[src/hdl/ctcv_pkg.sv]
`default_nettype none
package ctcv_pkg;

  localparam int KW = 14;
  localparam int GW = 8;

  localparam logic [KW-1:0] KELVIN_MIN    = 14'd1000;
  localparam logic [KW-1:0] KELVIN_MAX    = 14'd10000;
  localparam logic [KW-1:0] KELVIN_SPLIT  = 14'd6500;
  localparam logic [KW-1:0] KELVIN_NOBLUE = 14'd1900;
  localparam logic [KW-1:0] SNAP_STEP     = 14'd50;
  localparam logic [12:0]   SNAP_RECIP    = 13'd5243;
  localparam int            SNAP_SHIFT    = 18;
  localparam logic [3:0]    SEARCH_STEPS  = 4'd10;
  localparam logic [GW-1:0] GAIN_MAX      = 8'd255;
  localparam logic [7:0]    KELVIN_DIV    = 8'd100;

  typedef enum logic [1:0] {
    FIT_RED      = 2'd0,
    FIT_GREEN_LO = 2'd1,
    FIT_GREEN_HI = 2'd2,
    FIT_BLUE     = 2'd3
  } fit_sel_t;

  localparam logic [6:0] FIT_OFFSET [4] = '{7'd55, 7'd2, 7'd50, 7'd10};

  // a, b, c per fit in units of 1e-9
  localparam longint COEF_TBL [12] = '{
    64'sd351976905668,  64'sd114206454, -64'sd40253663093,
    -64'sd155254855627, -64'sd445969505, 64'sd104492161994,
    64'sd325449412571,  64'sd79434565,  -64'sd28085296351,
    -64'sd254769351841, 64'sd827409606, 64'sd115679944011
  };

  typedef struct packed {
    logic          start;
    fit_sel_t      sel;
    logic [KW-1:0] kelvin;
  } fit_cmd_t;

  typedef struct packed {
    logic          done;
    logic [GW-1:0] gain;
  } fit_sts_t;

  function automatic longint unsigned udiv(longint unsigned a, longint unsigned b, int bits);
    longint unsigned r;
    longint unsigned q;
    r = 0;
    q = 0;
    for (int k = bits - 1; k >= 0; k--) begin
      r = (r << 1) | ((a >> k) & 64'd1);
      if (r >= b) begin
        r = r - b;
        q = q | (64'd1 << k);
      end
    end
    return q;
  endfunction

  function automatic longint unsigned coef_mag(longint v, int frac);
    longint unsigned mag;
    mag = (v < 0) ? longint'(-v) : longint'(v);
    return ((mag << frac) + 64'd500000000) / 64'd1000000000;
  endfunction

endpackage
`default_nettype wire

[src/hdl/ctcv_ctrl.sv]
`default_nettype none
module ctcv_ctrl (
  input  wire logic                     clk,
  input  wire logic                     rst,
  input  wire logic                     in_valid,
  output logic                          in_ready,
  input  wire logic                     req_type,
  input  wire logic [ctcv_pkg::KW-1:0]  kelvin_in,
  input  wire logic [ctcv_pkg::GW-1:0]  red_in,
  input  wire logic [ctcv_pkg::GW-1:0]  blue_in,
  output logic                          out_valid,
  input  wire logic                     out_ready,
  output logic [ctcv_pkg::GW-1:0]       red_gain,
  output logic [ctcv_pkg::GW-1:0]       green_gain,
  output logic [ctcv_pkg::GW-1:0]       blue_gain,
  output logic [ctcv_pkg::KW-1:0]       kelvin_out,
  output ctcv_pkg::fit_cmd_t            fit_cmd,
  input  wire ctcv_pkg::fit_sts_t       fit_sts
);

  localparam int KW = ctcv_pkg::KW;
  localparam int GW = ctcv_pkg::GW;

  typedef enum logic [3:0] {
    S_IDLE, S_FR, S_FG, S_FB, S_MID, S_SR, S_SB, S_DECIDE,
    S_SNAP, S_DR, S_DB, S_UR, S_UB, S_DONE
  } state_t;

  typedef enum logic [1:0] {G_NONE, G_RED, G_GREEN, G_BLUE} gkind_t;

  state_t         state;
  logic           inv;
  logic [KW-1:0]  t, lo, hi, down, up;
  logic [GW-1:0]  r_in, b_in, gr, gg, gb;
  logic [3:0]     n;
  logic           started;

  gkind_t              gkind;
  logic [KW-1:0]       gk;
  logic                special;
  logic [GW-1:0]       fixed;
  ctcv_pkg::fit_sel_t  sel;
  logic                gready;
  logic [GW-1:0]       gval;
  logic [KW-1:0]       ksat;
  logic [26:0]         qprod;
  logic [KW-1:0]       dn;
  logic [13:0]         dn_wide;

  always_comb begin
    unique case (state)
      S_FR, S_SR, S_DR, S_UR: gkind = G_RED;
      S_FG:                   gkind = G_GREEN;
      S_FB, S_SB, S_DB, S_UB: gkind = G_BLUE;
      default:                gkind = G_NONE;
    endcase
    if (state == S_DR || state == S_DB) gk = down;
    else if (state == S_UR || state == S_UB) gk = up;
    else gk = t;
    special = 1'b0;
    fixed   = '0;
    sel     = ctcv_pkg::FIT_RED;
    unique case (gkind)
      G_RED: begin
        special = gk <= ctcv_pkg::KELVIN_SPLIT;
        fixed   = ctcv_pkg::GAIN_MAX;
      end
      G_GREEN: begin
        sel = (gk <= ctcv_pkg::KELVIN_SPLIT) ? ctcv_pkg::FIT_GREEN_LO
                                             : ctcv_pkg::FIT_GREEN_HI;
      end
      G_BLUE: begin
        sel     = ctcv_pkg::FIT_BLUE;
        special = gk <= ctcv_pkg::KELVIN_NOBLUE || gk >= ctcv_pkg::KELVIN_SPLIT;
        fixed   = (gk <= ctcv_pkg::KELVIN_NOBLUE) ? '0 : ctcv_pkg::GAIN_MAX;
      end
      default: special = 1'b0;
    endcase
    gready = gkind != G_NONE && (special || (started && fit_sts.done));
    gval   = special ? fixed : fit_sts.gain;
  end

  assign fit_cmd.start  = gkind != G_NONE && !special && !started;
  assign fit_cmd.sel    = sel;
  assign fit_cmd.kelvin = gk;

  assign in_ready = state == S_IDLE;
  assign ksat     = (kelvin_in < ctcv_pkg::KELVIN_MIN) ? ctcv_pkg::KELVIN_MIN :
                    (kelvin_in > ctcv_pkg::KELVIN_MAX) ? ctcv_pkg::KELVIN_MAX : kelvin_in;
  assign qprod    = 27'(t) * 27'(ctcv_pkg::SNAP_RECIP);
  assign dn_wide  = 14'(qprod[26:ctcv_pkg::SNAP_SHIFT]) * ctcv_pkg::SNAP_STEP;
  assign dn       = dn_wide;

  always_ff @(posedge clk) begin
    if (rst) begin
      state     <= S_IDLE;
      started   <= 1'b0;
      out_valid <= 1'b0;
    end else begin
      if (out_valid && out_ready && state != S_DONE) out_valid <= 1'b0;
      if (gkind != G_NONE && !special) begin
        if (!started) started <= 1'b1;
        else if (fit_sts.done) started <= 1'b0;
      end
      unique case (state)
        S_IDLE: begin
          if (in_valid) begin
            inv  <= req_type;
            r_in <= red_in;
            b_in <= blue_in;
            if (!req_type) begin
              t     <= ksat;
              state <= S_FR;
            end else begin
              lo    <= (blue_in == ctcv_pkg::GAIN_MAX) ? ctcv_pkg::KELVIN_SPLIT
                                                       : ctcv_pkg::KELVIN_MIN;
              hi    <= (red_in == ctcv_pkg::GAIN_MAX) ? ctcv_pkg::KELVIN_SPLIT
                                                      : ctcv_pkg::KELVIN_MAX;
              n     <= '0;
              state <= S_MID;
            end
          end
        end
        S_FR: if (gready) begin gr <= gval; state <= S_FG; end
        S_FG: if (gready) begin gg <= gval; state <= S_FB; end
        S_FB: if (gready) begin gb <= gval; state <= S_DONE; end
        S_MID: begin
          t     <= KW'((15'(lo) + 15'(hi)) >> 1);
          state <= S_SR;
        end
        S_SR: if (gready) begin gr <= gval; state <= S_SB; end
        S_SB: if (gready) begin gb <= gval; state <= S_DECIDE; end
        S_DECIDE: begin
          if (16'(gb) * 16'(r_in) > 16'(b_in) * 16'(gr)) hi <= t;
          else lo <= t;
          n <= n + 1'b1;
          if ((gr == r_in && gb == b_in) || n == ctcv_pkg::SEARCH_STEPS - 1'b1)
            state <= S_SNAP;
          else
            state <= S_MID;
        end
        S_SNAP: begin
          if (dn != t) begin
            down  <= dn;
            up    <= dn + ctcv_pkg::SNAP_STEP;
            state <= S_DR;
          end else begin
            state <= S_DONE;
          end
        end
        S_DR: if (gready) state <= (gval == r_in) ? S_DB : S_UR;
        S_DB: begin
          if (gready) begin
            if (gval == b_in) begin
              t     <= down;
              state <= S_DONE;
            end else begin
              state <= S_UR;
            end
          end
        end
        S_UR: if (gready) state <= (gval == r_in) ? S_UB : S_DONE;
        S_UB: begin
          if (gready) begin
            if (gval == b_in) t <= up;
            state <= S_DONE;
          end
        end
        S_DONE: begin
          if (!out_valid || out_ready) begin
            out_valid  <= 1'b1;
            red_gain   <= inv ? '0 : gr;
            green_gain <= inv ? '0 : gg;
            blue_gain  <= inv ? '0 : gb;
            kelvin_out <= t;
            state      <= S_IDLE;
          end
        end
        default: state <= S_IDLE;
      endcase
    end
  end

endmodule
`default_nettype wire

[config.mk]
export PLATFORM = sky130hd
export DESIGN_NAME = ctcv_ctrl
export DESIGN_NICKNAME = d
export VERILOG_FILES = /design/src/hdl/ctcv_pkg.sv /design/src/hdl/ctcv_ctrl.sv
export SDC_FILE = /design/constraint.sdc
export NUM_CORES = 1
export LEC_CHECK = 0
export ABC_AREA = 1
export BUFFER_PORTS_ARGS = -buffer_cell sky130_fd_sc_hd__buf_2
export CAP_MARGIN = 10
export CELL_PAD_IN_SITES_DETAIL_PLACEMENT = 1
export CELL_PAD_IN_SITES_GLOBAL_PLACEMENT = 1
export CORE_MARGIN = 3
export CORE_UTILIZATION = 52
export CTS_CLUSTER_DIAMETER = 200
export CTS_CLUSTER_SIZE = 12
export DETAILED_ROUTE_END_ITERATION = 7
export HOLD_SLACK_MARGIN = 0.15
export PLACE_DENSITY = 0.92
export RECOVER_POWER = 50
export SETUP_SLACK_MARGIN = 0.5
export SYNTH_ARGS = -nofsm -noshare
export SYNTH_HDL_FRONTEND = slang
export SYNTH_SLANG_ARGS = --single-unit
[constraint.sdc]
create_clock -name clk -period 16.08 [get_ports clk]
set_input_delay 0.804 -clock clk [delete_from_list [all_inputs] [get_ports clk]]
set_output_delay 0.804 -clock clk [all_outputs]
set_load 0.005 [all_outputs]
Word level (Yosys, flattened, before mapping)

Memory sizes are Yosys's and may differ from the RTL's. A register that Yosys moved wholly into a read port is not among the register bits.
Index checks and enable logic that the tools add are counted.

Equal/unequal tests: 42
Multipliers: 4
Add/sub/neg operators: 3
Reductions and logical operators: 34
$lt $le $gt $ge: 6
Bitwise operators: 1
Muxes and demuxes: 54

Operators by type and width:

| operator               | count |
|---|---|
| $mux 14                | 17 |
| $mux 4                 | 15 |
| $pmux 14 s2            | 2 |
| $pmux 14 s4            | 1 |
| $pmux 4 s13            | 1 |
| $eq 8x8->1             | 4 |
| $mul 8x8->16           | 2 |
| $eq 4x4->1 const B     | 7 |
| $mul 14x13->27 const B | 1 |
| $ne 2x2->1 const B     | 13 |
| $reduce_and 3->1       | 6 |
| $eq 4x3->1 const B     | 4 |
| $eq 8x8->1 const B     | 2 |
| $gt 16x16->1           | 1 |
| $mux 8                 | 2 |
| $pmux 8 s2             | 1 |
| $add 14x14->15         | 1 |
| $add 14x6->14 const B  | 1 |
| $ge 14x13->1 const B   | 1 |
| $gt 14x14->1 const B   | 1 |
| $le 14x11->1 const B   | 1 |
| $le 14x13->1 const B   | 1 |
| $lt 14x10->1 const B   | 1 |
| $ne 14x14->1           | 1 |
| other kinds (27)       | 57 |

Bits in registers: 158
Memories: 1
Output and inout port bits: 57
Word-level logic and storage cells: 164
Memory bits (read-only): 32

Memory list:

| memory          | words | width | read ports | clocked after Yosys merged registers in | wr ports | line            | source |
|---|---|---|---|---|---|---|---|
| (no name shown) | 16    | 2     | 1          | 1                                       | 0        | ctcv_ctrl.sv:51 | `unique case (state)` |

Depth between registers and ports, before layout

Word-level depth: 14
Depth in mapped cells: 49
Depth with buffers taken out: 49

Least setup slack after synthesis

OpenSTA, ideal clock, no wires.

Path kind: register to register
Start point: register t[8]
End point: register down[10], enable pin
Arrival time: 8.148 ns
Slack: 7.515 ns
Stages on the path, launching flop included: 36
Library setup time: 0.418 ns
Required time: 15.662 ns
Buffers on the path: 0
Period minus slack after synthesis: 8.565 ns
Path through: edfxtp_1 -> ha_1 -> inv_1 -> fa_1 -> inv_1 -> fa_1 -> ha_1 -> fa_1 -> ha_1 -> nand2_1 -> or2_2 -> nand2_1 -> a21oi_1 -> o21ai_0 -> nand3_1 -> nand2_1 -> xor2_1 -> inv_1 -> xor2_1 -> inv_1 -> ha_1 -> inv_1 -> fa_1 -> inv_1 -> ha_1 -> a21oi_1 -> nand2_1 -> a21oi_1 -> o21ai_0 -> or2_2 -> nand2_1 -> xor2_1 -> a21oi_1 -> o2111ai_1 -> nor2_1 -> a21oi_1

Cells in the longest elaborated chain, start to end: 4

RTL lines:

| what                       | line             | source |
|---|---|---|
| from (decl)                | ctcv_ctrl.sv:33  | `logic [KW-1:0] t, lo, hi, down, up;` |
| from (signal assigned)     | ctcv_ctrl.sv:112 | `t <= ksat;` |
| from (signal assigned)     | ctcv_ctrl.sv:128 | `t <= KW'((15'(lo) + 15'(hi)) >> 1);` |
| from (signal assigned)     | ctcv_ctrl.sv:155 | `t <= down;` |
| $mul 14x13->27             | ctcv_ctrl.sv:90  | `assign qprod = 27'(t) * 27'(ctcv_pkg::SNAP_RECIP);` |
| $mul 9x5->13               | ctcv_ctrl.sv:91  | `assign dn_wide = 14'(qprod[26:ctcv_pkg::SNAP_SHIFT]) * ctcv_pkg::SNAP_STEP;` |
| via dn[3]                  | ctcv_ctrl.sv:47  | `logic [KW-1:0] dn;` |
| $ne 14x14->1               | ctcv_ctrl.sv:143 | `if (dn != t) begin` |
| $reduce_and 3->1 (no line) | -                |  |
| to (signal assigned)       | ctcv_ctrl.sv:144 | `down <= dn;` |
| to (decl)                  | ctcv_ctrl.sv:33  |  |

The timed path passes the listed nets, and every way through them passes these cells.
A chain may end at the register's enable or synchronous reset.

Worst setup path after layout

Start point: register t[5]
End point: register gkind[1] (netlist name)

RTL lines:

| what                          | line             | source |
|---|---|---|
| $mul 14x13->27                | ctcv_ctrl.sv:90  |  |
| $mul 9x5->13                  | ctcv_ctrl.sv:91  |  |
| via dn[12]                    | ctcv_ctrl.sv:47  |  |
| $ne 14x14->1                  | ctcv_ctrl.sv:143 |  |
| $mux 3                        | ctcv_ctrl.sv:143 |  |
| $pmux 4 s13                   | ctcv_ctrl.sv:105 | `unique case (state)` |
| $mux 4 (no line) (2 in a row) | -                |  |

The timed path passes the listed nets, and every way through them passes these cells. The select of a mux whose other input is x is not followed.

==> results list <==
- Outcome: finished with violations
* Failing checks: max-capacitance violations, max-slew violations
* Net count reported at finish: 2,475
* Hold/Removal Path Class: flip-flop to flip-flop
* Gates resized, CTS repair: 0
- Synthesis handed over a netlist of 1,982 instances.
* Post-CTS setup-driven buffer insertion count: 0
- Maximum clock path buffer count: 2
* Clock Root Buffer: sky130_fd_sc_hd__clkbuf_16
* Top Layer Used: met5
- Of the available clock period, the critical path in the final layout requires 0.607.
- TritonCTS created 17 clock buffers.
* TritonCTS clock tree: yes
* Relative slew margins: -0.782
* Number of search-and-repair iterations in the first detailed-routing pass: 7
- Total of hold buffers inserted after clock tree synthesis: 0
- Total of flip-flops plus latches after synthesis: 159
- Count of different cell masters after synthesis: 52
- Sorting the synthesized cells by area gives the leading types as sky130_fd_sc_hd__edfxtp_1 (27%), sky130_fd_sc_hd__ha_1 (17%), sky130_fd_sc_hd__fa_1 (16%).
- Post-detailed-route wirelength per cell: 23.7 µm
- On the final layout, the worst hold slack is 0.482 ns.
* Die footprint: 35,000 µm²
- Largest net degree at the start of global routing: 39
* Syn Std Cell Area: 17,000 µm²
* Fraction of layout instances using a drive strength above 1: 0.0723
- Count of final max-slew check failures: 39
- During placement, the flow inserted port buffers numbering 100.
- The smallest clock period supported by the final layout is computed as 9.76 ns.
* Depth of the CTS H-tree: 4
- Most common cell on crit path: sky130_fd_sc_hd__nand2_1
- Detailed routing inserted a total of 14,846 vias.
- For this run, the total global-route usage over all layers was measured as 0.343.
- Yosys mapped a number of flops with a built-in enable equal to 151.
* Unrepaired setup endpoints after global routing: false
* Remaining DRCs: 0
- Avg Vias per Cell: 5.92
* Kind of capture point of the worst setup path: flip-flop
- The total overflow left after global routing is 0.
* Top flip-flop cell by instance count after synthesis: sky130_fd_sc_hd__edfxtp_1
* Buf+Inv Stages, Crit Path: 9
- A synthesized cell averages 8.59 µm².
- The count of nets left with antenna violations once routing finished came out at 0.
- The Yosys step of the flow raised 0 warnings.
- The initialized floorplan defines 65 standard-cell rows.
* Area of the multi-input gates: 10,400 µm²
- FMAX: 102 MHz
* Actual transition at the worst max-transition pin: 2.67 ns
- After detailed routing, the total wire length is 59.4 mm.
- Wire length of the first global-routing pass: 93.6 mm
- Of all nets on the critical path, the largest fanout is 7.
- Antenna violations before repair: 1
- Worst Setup Path Type: flip-flop to flip-flop
- Number of global-route vias before repair: 16,844
- The hold violation count in the final report was 0.
- The die is 187 µm tall.
- 101 I/O pins were placed.
* Slowest stage delay, CP: 0.65 ns
- After clock tree synthesis, the clock-pin slew on the worst setup and hold paths is 0.08 ns.
- The worst setup path is launched from a flip-flop.
* Iteration-0 DRC Markers: 1,202
- Summed over all instances, the cell type with the most area after synthesis is sky130_fd_sc_hd__edfxtp_1.
- For this run, the register share of the synthesized area comes to 0.276.
* DR WL met3: 3.54 mm
- CTS saw 159 sinks.
* FF/Latch Area: 4690 µm²
- Setup violations remaining at the end of the flow were counted as 0.
- For the final database, setup skew stands at 0.0188 ns.
- Post-route met1 wirelength: 20.8 mm
- Routability cong.: 0.950
* Half-perimeter wire length of the detailed placement result: 46.6 mm
* Cell with the largest stage delay on the worst path: sky130_fd_sc_hd__fa_1
- At the later pin of the worst-skew pair, clock insertion delay measures 0.46 ns.
* Sum Neg Setup Slack: 0 ns
- Of the post-synthesis cell area, the dominant cell type holds 0.266.
- At the worst endpoint, the required time is 16.42 ns.
* Detail Route met2 WL: 31.1 mm
- Library cell with the highest instance count after synthesis: sky130_fd_sc_hd__inv_1
* Relative area change from synthesis to final layout: 8.21%
- The filler cells instantiated in the layout total 3,891.
* Antenna fix cells: 0
- The commonest cells after synthesis are sky130_fd_sc_hd__inv_1 (447), sky130_fd_sc_hd__nand2_1 (389), sky130_fd_sc_hd__ha_1 (230).
* Number of nets in the synthesized netlist: 2,396
- Of all flip-flops after synthesis, the portion carrying an async set or reset was 0.
* Core area: 31,900 µm²
- Initial Util: 0.534
- Reported max-cap violation count: 1
* Die Width: 187 µm
- Data arrival time of the worst path: 10.10 ns
- Grouping stages by cell kind, the critical path spends the most delay in adder cells.
sequential cells by signal, indices dropped and copies added, names as in the netlist:
signal,count
red_gain,8
kelvin_out,14
up,13
green_gain,8
gg,8
down,13
t,14
hi,14
gr,8
started,1
r_in,8
out_valid,1
blue_gain,8
state,4
n,4
gkind,2
gb,8
inv,1
lo,14
b_in,8
worst reg2reg max path, delay by kind of cell (launching register included):
family,cells,cell delay [ns]
compound gates,5,0.75
xor+xnor,3,0.90
fa+ha+maj,9,3.94
buf+inv,9,0.84
flops,1,0.59
simple gates,21,2.62
stage by stage:
stage / util / setup WS, ns / instance area [µm²] / cells
finish: 0.578 / 6.32 / 18400 / 2509
global route: 0.578 / 5.64 / 18400 / 2509
CTS: 0.581 / 6.42 / 18500 / 2509
detailed placement: 0.562 / 6.64 / 17900 / 2477
global placement: 0.562 / 7.33 / 17900 / 2477
floorplan: - / 7.51 / 17000 / 1982
logic make-up (layout without fill, tap and decap cells):
logic type               after synthesis  in the layout  synth area share
adder cells (fa/ha/maj)              370            370             0.334
AND/OR/NAND/NOR                      686            686             0.174
XOR/XNOR                              62             62            0.0319
buffers and inverters                503            595             0.115
AO/OA/AOI/OAI                        202            202            0.0702
flip-flops                           159            159             0.276
path summary, 6_finish.rpt:
check / start / to / cells after the start / slack, ns
setup / recovery: t[5]$_DFFE_PP_ / gkind[1]$_DFF_P_ / 47 / 6.32
hold / removal: started$_SDFFE_PP0P_ / started$_SDFFE_PP0P_ / 2 / 0.48
setup reg to reg: t[5]$_DFFE_PP_ / gkind[1]$_DFF_P_ / 47 / 6.32
hold reg to reg: started$_SDFFE_PP0P_ / started$_SDFFE_PP0P_ / 2 / 0.48
per-layer routing:
| metal | track usage | vias up |
|---|---|---|
| met5 | 0 | - |
| met4 | 0.196 | 2 |
| met3 | 0.0506 | 280 |
| met2 | 0.636 | 750 |
| met1 | 0.374 | 7384 |
| li1 | - | 6430 |
layout make-up:
| cell class | count | share of cell area |
|---|---|---|
| Timing Repair Buffer | 108 | 0.0268 |
| Clock buffer | 18 | 0.0233 |
| Tap cell | 435 | 0.0295 |
| Multi-Input combinational cell | 1320 | 0.564 |
| Clock inverter | 14 | 0.00923 |
| Sequential cell | 159 | 0.255 |
| Inverter | 455 | 0.0927 |
cell usage in the layout (no fill, tap or decap), drive strengths merged, types with 4 or more instances in the layout:
master	instances
clkbuf	66
nand2	416
nand4	12
o211ai	6
clkinv	5
nand3b	6
ha	230
nor4	7
nor2	140
fa	140
nor3	11
or2	11
a31oi	5
inv	460
a21o	5
dfxtp	8
buf	60
o21bai	10
xor2	45
o22ai	4
edfxtp	151
nand3	80
o2111ai	11
o21ai	57
a21oi	83
xnor2	17
Power is left out: the tool's default activity adds up to more than one toggle a clock period on the data nets, which glitch-free logic cannot reach.
